===== src/assert_macros.svh =====
// Assertion macros shared by the RTL. Define NO_ASSERTIONS to compile them out.
// Every macro samples on clk and is disabled while arst_n is low.
`ifndef ASSERT_MACROS_SVH
`define ASSERT_MACROS_SVH

`ifndef NO_ASSERTIONS

// prop must hold at every clock edge
`define ASSERT_ALWAYS(lbl, prop, msg) \
	lbl: assert property (@(posedge clk) disable iff (!arst_n) (prop)) else $error(msg);

// post must hold in the cycle after pre
`define ASSERT_NEXT(lbl, pre, post, msg) \
	lbl: assert property (@(posedge clk) disable iff (!arst_n) (pre) |=> (post)) else $error(msg);

`else

`define ASSERT_ALWAYS(lbl, prop, msg)
`define ASSERT_NEXT(lbl, pre, post, msg)

`endif

`endif


===== src/tlc_pkg.sv =====
package tlc_pkg;

	// sizes
	localparam int LINE_MAX    = 512;
	localparam int ADDR_W      = $clog2(LINE_MAX);
	localparam int LEN_W       = $clog2(LINE_MAX + 1);
	localparam int TAB_STOP    = 8;
	localparam int TS_W        = $clog2(TAB_STOP);
	localparam int COL_W       = $clog2(LINE_MAX * TAB_STOP + 1);
	localparam int FORT_COLUMN = 72;
	localparam int CHAR_W      = 7;
	localparam int BYTE_W      = 8;
	localparam int LANES       = 8;
	localparam int LANE_W      = $clog2(LANES);
	localparam int CNT_W       = 4;
	localparam int CFG_IDX_W   = 2;
	localparam int CFG_DATA_W  = 1;

	typedef logic [CHAR_W-1:0] char_t;
	typedef logic [BYTE_W-1:0] byte_t;
	typedef logic [COL_W-1:0]  col_t;

	// byte codes
	localparam byte_t CH_NUL   = 8'd0;
	localparam byte_t CH_BS    = 8'd8;
	localparam byte_t CH_TAB   = 8'd9;
	localparam byte_t CH_NL    = 8'd10;
	localparam byte_t CH_SPACE = 8'd32;
	localparam byte_t CH_TILDE = 8'd126;
	localparam byte_t CH_DEL   = 8'd127;

	localparam char_t CHR_TAB   = CH_TAB[CHAR_W-1:0];
	localparam char_t CHR_NL    = CH_NL[CHAR_W-1:0];
	localparam char_t CHR_SPACE = CH_SPACE[CHAR_W-1:0];

	// configuration register indexes
	typedef enum logic [CFG_IDX_W-1:0] {
		REG_FORTRAN_MODE = 2'd0,
		REG_DROP_BLANK   = 2'd1
	} cfg_reg_t;

	// line sequencer
	typedef enum logic [2:0] {
		ST_COLLECT,
		ST_READ,
		ST_PROC,
		ST_GAP,
		ST_NEWLINE
	} state_t;

	// character request from sequencer to packer
	typedef struct packed {
		logic  put;
		logic  fin;
		char_t ch;
	} emit_t;

	// next multiple of TAB_STOP strictly above col
	function automatic col_t next_stop(input col_t c);
		logic [COL_W-TS_W-1:0] hi;
		hi = c[COL_W-1:TS_W] + 1'b1;
		return {hi, {TS_W{1'b0}}};
	endfunction

endpackage


===== src/tlc_if.sv =====
// raw byte channel
interface tlc_byte_if;
	logic                      valid;
	logic                      ready;
	logic [tlc_pkg::BYTE_W-1:0] data_byte;
	logic                      end_of_input;

	modport source(output valid, output data_byte, output end_of_input, input ready);
	modport sink(input valid, input data_byte, input end_of_input, output ready);
endinterface

// packed output word channel
interface tlc_word_if;
	logic                      valid;
	logic                      ready;
	logic [tlc_pkg::CHAR_W-1:0] lane0;
	logic [tlc_pkg::CHAR_W-1:0] lane1;
	logic [tlc_pkg::CHAR_W-1:0] lane2;
	logic [tlc_pkg::CHAR_W-1:0] lane3;
	logic [tlc_pkg::CHAR_W-1:0] lane4;
	logic [tlc_pkg::CHAR_W-1:0] lane5;
	logic [tlc_pkg::CHAR_W-1:0] lane6;
	logic [tlc_pkg::CHAR_W-1:0] lane7;
	logic [tlc_pkg::CNT_W-1:0]  byte_count;
	logic                      last_of_line;

	modport source(output valid, output lane0, output lane1, output lane2, output lane3,
		output lane4, output lane5, output lane6, output lane7, output byte_count,
		output last_of_line, input ready);
	modport sink(input valid, input lane0, input lane1, input lane2, input lane3,
		input lane4, input lane5, input lane6, input lane7, input byte_count,
		input last_of_line, output ready);
endinterface


===== src/text_line_compactor_unit.sv =====
// Channel  Role    Payload
// -------  ------  ------------------------------------------------------
// bytes    sink    data_byte, end_of_input
// words    source  lane0..lane7, byte_count, last_of_line
// cfg      write   cfg_we, cfg_index, cfg_data (no read-back)
//
// Bytes are taken while a line collects; kept characters go to a 512 x 7 line store.
// When a line closes the sequencer walks the store through its single read port: a
// read state primes it, a process state takes each kept character, a gap state emits
// each re-encoded gap character and kept non-blank, then a newline state. No bytes are
// taken during that walk. The walk stalls when the held output word is not taken and
// the packer needs the output register: the next word is full, or the newline is due.
// Reset clears the control state; the line store is not cleared and needs no pass.
`include "assert_macros.svh"

module text_line_compactor_unit (
	input  logic                              clk,
	input  logic                              arst_n,
	tlc_byte_if.sink                          bytes,
	tlc_word_if.source                        words,
	input  logic                              cfg_we,
	input  logic [tlc_pkg::CFG_IDX_W-1:0]     cfg_index,
	input  logic [tlc_pkg::CFG_DATA_W-1:0]    cfg_data
);

	tlc_pkg::state_t               state_q, state_d;
	logic                          fort_cfg_q;
	logic                          drop_cfg_q;
	logic [tlc_pkg::LEN_W-1:0]     klen_q, klen_nx;
	logic [tlc_pkg::ADDR_W-1:0]    raw_q, raw_nx;
	logic                          nul_q, nul_nx;
	tlc_pkg::char_t                first_q, first_nx;
	logic                          dofort_q;
	logic [tlc_pkg::ADDR_W-1:0]    idx_q;
	logic [tlc_pkg::LEN_W-1:0]     next_idx;
	logic                          more;
	tlc_pkg::col_t                 col_q;
	tlc_pkg::col_t                 done_q;
	logic [tlc_pkg::LEN_W-1:0]     n_q;
	tlc_pkg::char_t                ch_q;

	logic                          acc;
	logic                          close_req;
	logic                          we;
	tlc_pkg::byte_t                b;
	logic [tlc_pkg::ADDR_W-1:0]    rd_addr;
	tlc_pkg::char_t                rdata;
	logic                          rd_blank;
	logic                          gap_open;
	logic                          gap_space;
	logic                          blank_drop;
	logic                          step;
	logic                          pk_ready;
	tlc_pkg::emit_t                emit;

	assign b        = bytes.data_byte;
	assign acc      = bytes.valid && bytes.ready;
	assign next_idx = {1'b0, idx_q} + tlc_pkg::LEN_W'(1);
	assign more     = next_idx < klen_q;
	assign rd_blank = (rdata == tlc_pkg::CHR_TAB) || (rdata == tlc_pkg::CHR_SPACE);
	assign gap_open = done_q < col_q;
	assign gap_space = (done_q[tlc_pkg::TS_W-1:0] == tlc_pkg::TS_W'(tlc_pkg::TAB_STOP - 1))
		|| (tlc_pkg::next_stop(done_q) > col_q);
	assign blank_drop = (n_q == '0) && drop_cfg_q;

	// effect of one request on the open line
	always_comb begin
		klen_nx   = klen_q;
		raw_nx    = raw_q;
		nul_nx    = nul_q;
		first_nx  = first_q;
		we        = 1'b0;
		close_req = 1'b0;
		if (bytes.end_of_input) begin
			close_req = raw_q != '0;
		end else begin
			raw_nx    = raw_q + 1'b1;
			close_req = (b == tlc_pkg::CH_NL)
				|| (raw_q >= tlc_pkg::ADDR_W'(tlc_pkg::LINE_MAX - 2));
			if (!nul_q) begin
				if (b == tlc_pkg::CH_NUL) begin
					nul_nx = 1'b1;
				end else if (b == tlc_pkg::CH_BS || b == tlc_pkg::CH_DEL) begin
					if (klen_q != '0) begin
						klen_nx = klen_q - 1'b1;
					end
				end else if (b == tlc_pkg::CH_TAB
						|| (b >= tlc_pkg::CH_SPACE && b <= tlc_pkg::CH_TILDE)) begin
					if (klen_q < tlc_pkg::LEN_W'(tlc_pkg::LINE_MAX)) begin
						we      = acc;
						klen_nx = klen_q + 1'b1;
						if (klen_q == '0) begin
							first_nx = b[tlc_pkg::CHAR_W-1:0];
						end
					end
				end else begin
					// other control and high bytes are dropped
				end
			end
		end
	end

	// sequencer outputs
	always_comb begin
		bytes.ready = 1'b0;
		emit        = '0;
		step        = 1'b0;
		rd_addr     = idx_q;
		case (state_q)
			tlc_pkg::ST_COLLECT: begin
				bytes.ready = 1'b1;
			end
			tlc_pkg::ST_READ: begin
				rd_addr = idx_q;
			end
			tlc_pkg::ST_PROC: begin
				rd_addr = next_idx[tlc_pkg::ADDR_W-1:0];
			end
			tlc_pkg::ST_GAP: begin
				rd_addr  = next_idx[tlc_pkg::ADDR_W-1:0];
				emit.put = n_q < tlc_pkg::LEN_W'(tlc_pkg::LINE_MAX);
				emit.ch  = gap_open ? (gap_space ? tlc_pkg::CHR_SPACE : tlc_pkg::CHR_TAB) : ch_q;
				step     = !emit.put || pk_ready;
			end
			tlc_pkg::ST_NEWLINE: begin
				emit.fin = !blank_drop;
				step     = !emit.fin || pk_ready;
			end
			default: begin
				bytes.ready = 1'b0;
			end
		endcase
	end

	// sequencer next state
	always_comb begin
		state_d = state_q;
		case (state_q)
			tlc_pkg::ST_COLLECT: begin
				if (acc && close_req) begin
					state_d = tlc_pkg::ST_READ;
				end
			end
			tlc_pkg::ST_READ: begin
				state_d = ({1'b0, idx_q} < klen_q) ? tlc_pkg::ST_PROC : tlc_pkg::ST_NEWLINE;
			end
			tlc_pkg::ST_PROC: begin
				if (rd_blank) begin
					state_d = more ? tlc_pkg::ST_PROC : tlc_pkg::ST_NEWLINE;
				end else if (dofort_q && col_q >= tlc_pkg::COL_W'(tlc_pkg::FORT_COLUMN)) begin
					state_d = tlc_pkg::ST_NEWLINE;
				end else begin
					state_d = tlc_pkg::ST_GAP;
				end
			end
			tlc_pkg::ST_GAP: begin
				if (step && !gap_open) begin
					state_d = more ? tlc_pkg::ST_PROC : tlc_pkg::ST_NEWLINE;
				end
			end
			tlc_pkg::ST_NEWLINE: begin
				if (step) begin
					state_d = tlc_pkg::ST_COLLECT;
				end
			end
			default: begin
				state_d = tlc_pkg::ST_COLLECT;
			end
		endcase
	end

	always_ff @(posedge clk or negedge arst_n) begin
		if (!arst_n) begin
			state_q <= tlc_pkg::ST_COLLECT;
		end else begin
			state_q <= state_d;
		end
	end

	// configuration registers
	always_ff @(posedge clk or negedge arst_n) begin
		if (!arst_n) begin
			fort_cfg_q <= 1'b0;
			drop_cfg_q <= 1'b0;
		end else if (cfg_we) begin
			case (cfg_index)
				tlc_pkg::REG_FORTRAN_MODE: fort_cfg_q <= cfg_data[0];
				tlc_pkg::REG_DROP_BLANK:   drop_cfg_q <= cfg_data[0];
				default: begin
				end
			endcase
		end
	end

	// line counters and walk datapath
	always_ff @(posedge clk or negedge arst_n) begin
		if (!arst_n) begin
			klen_q   <= '0;
			raw_q    <= '0;
			nul_q    <= 1'b0;
			idx_q    <= '0;
			col_q    <= '0;
			done_q   <= '0;
			n_q      <= '0;
			dofort_q <= 1'b0;
		end else begin
			case (state_q)
				tlc_pkg::ST_COLLECT: begin
					if (acc) begin
						klen_q <= klen_nx;
						raw_q  <= raw_nx;
						nul_q  <= nul_nx;
						if (close_req) begin
							idx_q    <= '0;
							col_q    <= '0;
							done_q   <= '0;
							n_q      <= '0;
							dofort_q <= fort_cfg_q
								&& (klen_nx == '0 || first_nx <= tlc_pkg::CHR_SPACE);
						end
					end
				end
				tlc_pkg::ST_PROC: begin
					if (rd_blank) begin
						col_q <= (rdata == tlc_pkg::CHR_TAB) ? tlc_pkg::next_stop(col_q)
							: col_q + 1'b1;
						if (more) begin
							idx_q <= next_idx[tlc_pkg::ADDR_W-1:0];
						end
					end
				end
				tlc_pkg::ST_GAP: begin
					if (step) begin
						n_q <= n_q + tlc_pkg::LEN_W'(emit.put);
						if (gap_open) begin
							done_q <= gap_space ? done_q + 1'b1 : tlc_pkg::next_stop(done_q);
						end else begin
							col_q  <= col_q + 1'b1;
							done_q <= col_q + 1'b1;
							if (more) begin
								idx_q <= next_idx[tlc_pkg::ADDR_W-1:0];
							end
						end
					end
				end
				tlc_pkg::ST_NEWLINE: begin
					if (step) begin
						klen_q <= '0;
						raw_q  <= '0;
						nul_q  <= 1'b0;
					end
				end
				default: begin
				end
			endcase
		end
	end

	// first kept character and held non-blank
	always_ff @(posedge clk) begin
		if (acc) begin
			first_q <= first_nx;
		end
		if (state_q == tlc_pkg::ST_PROC) begin
			ch_q <= rdata;
		end
	end

	tlc_ram #(
		.WIDTH(tlc_pkg::CHAR_W),
		.DEPTH(tlc_pkg::LINE_MAX)
	) u_store (
		.clk     (clk),
		.we      (we),
		.waddr   (klen_q[tlc_pkg::ADDR_W-1:0]),
		.wdata   (b[tlc_pkg::CHAR_W-1:0]),
		.raddr   (rd_addr),
		.rdata_q (rdata)
	);

	tlc_packer u_packer (
		.clk        (clk),
		.arst_n     (arst_n),
		.emit       (emit),
		.emit_ready (pk_ready),
		.words      (words)
	);

	`ASSERT_ALWAYS(a_kept_le_raw, klen_q <= {1'b0, raw_q},
		"more kept characters than raw bytes")
	`ASSERT_ALWAYS(a_raw_limit, raw_q <= tlc_pkg::ADDR_W'(tlc_pkg::LINE_MAX - 1),
		"raw count past the line limit")
	`ASSERT_ALWAYS(a_proc_index, state_q != tlc_pkg::ST_PROC || {1'b0, idx_q} < klen_q,
		"walk reads past the kept length")
	`ASSERT_ALWAYS(a_gap_order, state_q != tlc_pkg::ST_GAP || done_q <= col_q,
		"gap emission ran past the target column")

endmodule


===== src/tlc_ram.sv =====
// Simple dual-port RAM, one write and one registered read per cycle.
module tlc_ram #(
	parameter int WIDTH = 8,
	parameter int DEPTH = 16
) (
	input  logic                     clk,
	input  logic                     we,
	input  logic [$clog2(DEPTH)-1:0] waddr,
	input  logic [WIDTH-1:0]         wdata,
	input  logic [$clog2(DEPTH)-1:0] raddr,
	output logic [WIDTH-1:0]         rdata_q
);

	logic [WIDTH-1:0] mem_q [DEPTH];

	always_ff @(posedge clk) begin
		if (we) begin
			mem_q[waddr] <= wdata;
		end
		rdata_q <= mem_q[raddr];
	end

endmodule


===== src/tlc_packer.sv =====
`include "assert_macros.svh"

// Packs characters into 8-lane words and holds one finished word for the sink.
module tlc_packer (
	input  logic                clk,
	input  logic                arst_n,
	input  tlc_pkg::emit_t      emit,
	output logic                emit_ready,
	tlc_word_if.source          words
);

	logic [tlc_pkg::LANES-1:0][tlc_pkg::CHAR_W-1:0] lane_q;
	logic [tlc_pkg::LANES-1:0][tlc_pkg::CHAR_W-1:0] lane_m;
	logic [tlc_pkg::LANES-1:0][tlc_pkg::CHAR_W-1:0] olane_q;
	logic [tlc_pkg::LANE_W-1:0]                    cnt_q;
	logic [tlc_pkg::CNT_W-1:0]                     ocnt_q;
	logic                                          olast_q;
	logic                                          ov_q;
	logic                                          out_free;
	logic                                          take;
	logic                                          push;

	// output register is free when empty or being taken
	assign out_free   = !ov_q || words.ready;
	assign emit_ready = emit.fin ? out_free : (!(&cnt_q) || out_free);
	assign take       = emit_ready && (emit.put || emit.fin);
	assign push       = take && (emit.fin || (&cnt_q));

	// merge the new character into the partial word
	always_comb begin
		lane_m        = lane_q;
		lane_m[cnt_q] = emit.fin ? tlc_pkg::CHR_NL : emit.ch;
	end

	// partial word
	always_ff @(posedge clk or negedge arst_n) begin
		if (!arst_n) begin
			lane_q <= '0;
			cnt_q  <= '0;
		end else if (take) begin
			if (push) begin
				lane_q <= '0;
				cnt_q  <= '0;
			end else begin
				lane_q <= lane_m;
				cnt_q  <= cnt_q + 1'b1;
			end
		end
	end

	// output word register
	always_ff @(posedge clk or negedge arst_n) begin
		if (!arst_n) begin
			ov_q <= 1'b0;
		end else if (push) begin
			ov_q <= 1'b1;
		end else if (words.ready) begin
			ov_q <= 1'b0;
		end
	end

	always_ff @(posedge clk) begin
		if (push) begin
			olane_q <= lane_m;
			ocnt_q  <= tlc_pkg::CNT_W'({1'b0, cnt_q}) + tlc_pkg::CNT_W'(1);
			olast_q <= emit.fin;
		end
	end

	assign words.valid        = ov_q;
	assign words.lane0        = olane_q[0];
	assign words.lane1        = olane_q[1];
	assign words.lane2        = olane_q[2];
	assign words.lane3        = olane_q[3];
	assign words.lane4        = olane_q[4];
	assign words.lane5        = olane_q[5];
	assign words.lane6        = olane_q[6];
	assign words.lane7        = olane_q[7];
	assign words.byte_count   = ocnt_q;
	assign words.last_of_line = olast_q;

	`ASSERT_NEXT(a_fin_clears, take && emit.fin, cnt_q == '0, "partial word not cleared after newline")
	`ASSERT_ALWAYS(a_cnt_range, !ov_q || (ocnt_q != '0 && ocnt_q <= tlc_pkg::CNT_W'(tlc_pkg::LANES)), "word lane count out of range")
	`ASSERT_ALWAYS(a_short_last, !ov_q || olast_q || ocnt_q == tlc_pkg::CNT_W'(tlc_pkg::LANES), "short word that is not the last of its line")

endmodule

===== src/flat_wrapper.sv =====
// flat-port wrapper written by rule: the top's interface ports become plain ports
module text_line_compactor_unit_flat 
  (clk, arst_n, cfg_we, cfg_index, cfg_data, bytes_valid, bytes_data_byte, bytes_end_of_input, bytes_ready, words_valid, words_lane0, words_lane1, words_lane2, words_lane3, words_lane4, words_lane5, words_lane6, words_lane7, words_byte_count, words_last_of_line, words_ready);
  tlc_byte_if bytes_i ();
  tlc_word_if words_i ();
  input  logic clk;
  input  logic arst_n;
  input  logic cfg_we;
  input  logic [tlc_pkg::CFG_IDX_W-1:0] cfg_index;
  input  logic [tlc_pkg::CFG_DATA_W-1:0] cfg_data;
  input wire logic [$bits(bytes_i.valid)-1:0] bytes_valid;
  input wire logic [$bits(bytes_i.data_byte)-1:0] bytes_data_byte;
  input wire logic [$bits(bytes_i.end_of_input)-1:0] bytes_end_of_input;
  output wire logic [$bits(bytes_i.ready)-1:0] bytes_ready;
  output wire logic [$bits(words_i.valid)-1:0] words_valid;
  output wire logic [$bits(words_i.lane0)-1:0] words_lane0;
  output wire logic [$bits(words_i.lane1)-1:0] words_lane1;
  output wire logic [$bits(words_i.lane2)-1:0] words_lane2;
  output wire logic [$bits(words_i.lane3)-1:0] words_lane3;
  output wire logic [$bits(words_i.lane4)-1:0] words_lane4;
  output wire logic [$bits(words_i.lane5)-1:0] words_lane5;
  output wire logic [$bits(words_i.lane6)-1:0] words_lane6;
  output wire logic [$bits(words_i.lane7)-1:0] words_lane7;
  output wire logic [$bits(words_i.byte_count)-1:0] words_byte_count;
  output wire logic [$bits(words_i.last_of_line)-1:0] words_last_of_line;
  input wire logic [$bits(words_i.ready)-1:0] words_ready;
  assign bytes_i.valid = bytes_valid;
  assign bytes_i.data_byte = bytes_data_byte;
  assign bytes_i.end_of_input = bytes_end_of_input;
  assign bytes_ready = bytes_i.ready;
  assign words_valid = words_i.valid;
  assign words_lane0 = words_i.lane0;
  assign words_lane1 = words_i.lane1;
  assign words_lane2 = words_i.lane2;
  assign words_lane3 = words_i.lane3;
  assign words_lane4 = words_i.lane4;
  assign words_lane5 = words_i.lane5;
  assign words_lane6 = words_i.lane6;
  assign words_lane7 = words_i.lane7;
  assign words_byte_count = words_i.byte_count;
  assign words_last_of_line = words_i.last_of_line;
  assign words_i.ready = words_ready;
  text_line_compactor_unit u_core (.clk(clk), .arst_n(arst_n), .bytes(bytes_i), .words(words_i), .cfg_we(cfg_we), .cfg_index(cfg_index), .cfg_data(cfg_data));
endmodule

===== config.mk =====
export PLATFORM = sky130hd
export DESIGN_NAME = text_line_compactor_unit_flat
export DESIGN_NICKNAME = d
export VERILOG_FILES = /design/src/tlc_pkg.sv /design/src/tlc_if.sv /design/src/text_line_compactor_unit.sv /design/src/tlc_ram.sv /design/src/tlc_packer.sv /design/src/flat_wrapper.sv
export VERILOG_INCLUDE_DIRS = /design/src /design/src/src
export SDC_FILE = /design/constraint.sdc
export NUM_CORES = 2
export LEC_CHECK = 0
export BUFFER_PORTS_ARGS = -buffer_cell sky130_fd_sc_hd__buf_2
export CORE_MARGIN = 4
export CORE_UTILIZATION = 40
export DETAILED_ROUTE_END_ITERATION = 10
export HOLD_SLACK_MARGIN = 0.1
export SYNTH_ARGS = -nofsm -noshare
export SYNTH_HDL_FRONTEND = slang
export SYNTH_SLANG_ARGS = --single-unit

===== constraint.sdc =====
create_clock -name clk -period 5.45 [get_ports clk]
set_clock_uncertainty 0.05 [all_clocks]
set_input_delay 0.545 -clock clk [delete_from_list [all_inputs] [get_ports clk]]
set_output_delay 0.545 -clock clk [all_outputs]
set_load 0.005 [all_outputs]

==> run metrics <==
Post-synth ARST share 3.45%; Pwr Total 82.9 mW; simple-gate share of the synthesized area under 10%; die height 624 um; drt pass-1 iters 6; Slew @ Worst Pin 1.48 ns; unique cell type count in the Yosys netlist 102; Synth Area in XOR/XNOR 0.307%; peak supply drop 430 uV; Site Rows 225; DR iter-0 viols 12000; RSZ-0062 raised after global routing false; most common cell after layout, fill and taps aside edfxtp_1; Crit Path Category reg2reg; drc violations 0; P&R area growth vs syn 13.6%; WP data required 6.28 ns; Clock Root Buffer clkbuf_16; Final TNS setup 0 ns; Final ANT Viol Nets 0; crit path max fanout 28; Synthesized Nets between 8000 and 9000; Leak 54.1 nW; Port-buffer cells 79; drt total wl 449000 um; nets 8834; fin util 45.8%; Max Slew Vio Count 1; vias post-DR 84700; post-synthesis cell area about 150000 sq um; Skew-Pair Late Insertion Delay a little under 1 ns; post-CTS setup buffer count 0; largest family of logic cells by synthesized area multiplexers; Max Cap Viol 1; first-pass GRT wire length 637000 um; Worst Reg-to-Reg Cells 13; commonest non-fill, non-tap cells in the layout 3659 x edfxtp_1, 910 x nand2_1, 759 x mux4_2; # H-tree levels 5; worst r2r dst u_core.u_store.rdata_q[0]; grt ovf 0; area share of the largest cell type after synthesis 72.4%; hpwl dp 276000 um; IO Pins 80; Final Hold Fails 0; Clock Path Buffers 4; fin crit period 5.31 ns; drt wl/cell 31.8 um; Relative slew margins -1.39%; Ys Warns 0; Crit. End Element flip-flop; fill count 31500; Synth Register Bits 3797; largest area contributor in the netlist edfxtp_1; status finished with violations; largest net degree at the start of global routing 201; syn_area_per_cell roughly 18 sq um; post-synthesis compound-gate area fraction between 4 and 5%; Worst EP arrival 6.15 ns; pre-CTS WS about 0.22 ns; Final setup viols 0; worst setup margin between 0.1 and 0.15 ns; DP Area about 160000 sq um; GRT Overall Usage 22.6%; vias in the first global route 83500; antenna violations before repair 35; design area 173000 sq um; Gate Count Post-Synth 8443; period utilisation layout 97.5%; Die X ~620 um; number of flops mapped to enable cells by yosys approximately 3700; Fmax 0.188 GHz; CTS tree yes; clk sink count 3797; register area share after synthesis around three quarters; Core ar. 377000 sq um; synth top area cells edfxtp_1 72%, mux4_2 11%, nand2_1 2.3%, dfrtp_1 2.2%, nor2_1 1.6%; top_reg_cell synth edfxtp_1; P per Cell Area 480 nW/um^2; CP endpoint u_core.u_store.rdata_q[0]; mux share of post-synthesis cell area 12.4%; DR vias/cell 6.01; Clock Pin Slew Worst Setup and Hold Paths 0.06 ns; worst r2r src u_core.idx_q[1]; layout cells sized above 1 20.4%; total CTS buffers just under 400; Final Wtd Congestion around 0.89; post-synthesis adder-cell area fraction 0.486%; Critical Path Start Type flip-flop; failing checks capacitance limit, slew limit; Worst Setup SP u_core.idx_q[1]; initial core utilization 40.3%; reg-to-reg slack, setup ~0.14 ns; HP Class in2reg; total die area slightly below 400000 sq um
layer usage:
metal,wire [um],part of all wire [%],GRT usage [%],up-vias
met5,202,0.045,0,-
met4,17500,3.9,7.71,30
met3,49600,11,5.65,832
met2,204000,46,34.4,5012
met1,177000,39,31.8,44300
li1,-,-,-,34600
cells by family (layout without fill, tap and decap cells):
logic type / count (synthesis) / in the layout
AO/OA/AOI/OAI: 862 / 862
XOR/XNOR: 51 / 51
adder cells (fa/ha/maj): 59 / 59
buffers and inverters: 572 / 1209
flip-flops: 3797 / 3797
multiplexers: 928 / 928
other: 0 / 12
AND/OR/NAND/NOR: 2174 / 2174
registers in the layout (all words and copies together), names as in the netlist, 9 cells and up:
register and count:
u_core.u_store.mem_q 3584, u_core.u_packer.lane_q 56, u_core.col_q 13, u_core.done_q 13
u_core.klen_q 10, u_core.n_q 10, u_core.idx_q 9, u_core.raw_q 9
power by group:
| group | total (mW) | internal [mW] | switching (mW) |
|---|---|---|---|
| clock | 26.5 | 15.1 | 11.4 |
| sequential | 32.5 | 32.2 | 0.266 |
| combinational | 23.9 | 10.3 | 13.6 |
| total | 82.9 | 57.6 | 25.3 |
critical path: stages (launching register included):
cell	delay [ns]
dfrtp_1	0.54
ha_1	0.39
and3b_1	0.33
a21o_4	0.59
buf_12	0.27
buf_4	0.26
mux4_2	0.23
nand2b_1	0.10
o221ai_1	0.18
a2111oi_0	1.33
a211oi_1	0.15
buf_4	0.27
a211o_1	0.35
a41oi_1	0.17
synth_stat cells, types with 53 or more instances:
cell	number
dfrtp_1	131
nor2_1	655
buf_4	108
mux4_2	759
a21oi_1	84
nand3_1	333
ha_1	59
nand4_1	56
a32oi_1	53
edfxtp_1	3659
o21ai_0	183
a22o_1	71
nand2_1	923
buf_2	157
clkbuf_1	195
a31oi_1	68
mux2i_1	147
o2111ai_1	85
area by class of cell:
cell class	instances	area (sq um)	share of cell area (%)
Inverter	57	214	0.124
Sequential cell	3797	113000	65.7
Clock inverter	248	2600	1.51
Tap cell	4994	6250	3.62
Multi-Input combinational cell	4074	35900	20.8
Timing Repair Buffer	442	4200	2.43
Antenna cell	12	30.0	0.0174
Clock buffer	462	10000	5.81
through the flow:
step | instances | hold slack [ns]
final | 14100 | 0.212
after floorplan | 8443 | 0.199
after detailed placement | 13300 | 0.431
after global placement | 13300 | 0.433
after CTS | 14100 | 0.122
after global routing | 14100 | 0.224
how the worst min path moves through the flow:
stage / from / endpoint / depth (start not counted)
finish: bytes_valid / u_core.state_q[0] / 5
global route: bytes_valid / u_core.state_q[0] / 5
CTS: bytes_valid / u_core.state_q[0] / 5
detailed placement: u_core.u_packer.lane_q[41] / u_core.u_packer.lane_q[41] / 1
global placement: u_core.u_packer.lane_q[35] / u_core.u_packer.lane_q[35] / 1
floorplan: arst_n / u_core.col_q[0] / 0
repair_timing:
action                                 in CTS  in global routing
resized for setup                           0                  1
hold buffers                               17                  0
setup endpoints to repair                   0                  1
endpoints found under the hold margin     175                  0
No activity file was read; power rests on OpenSTA's default activity.
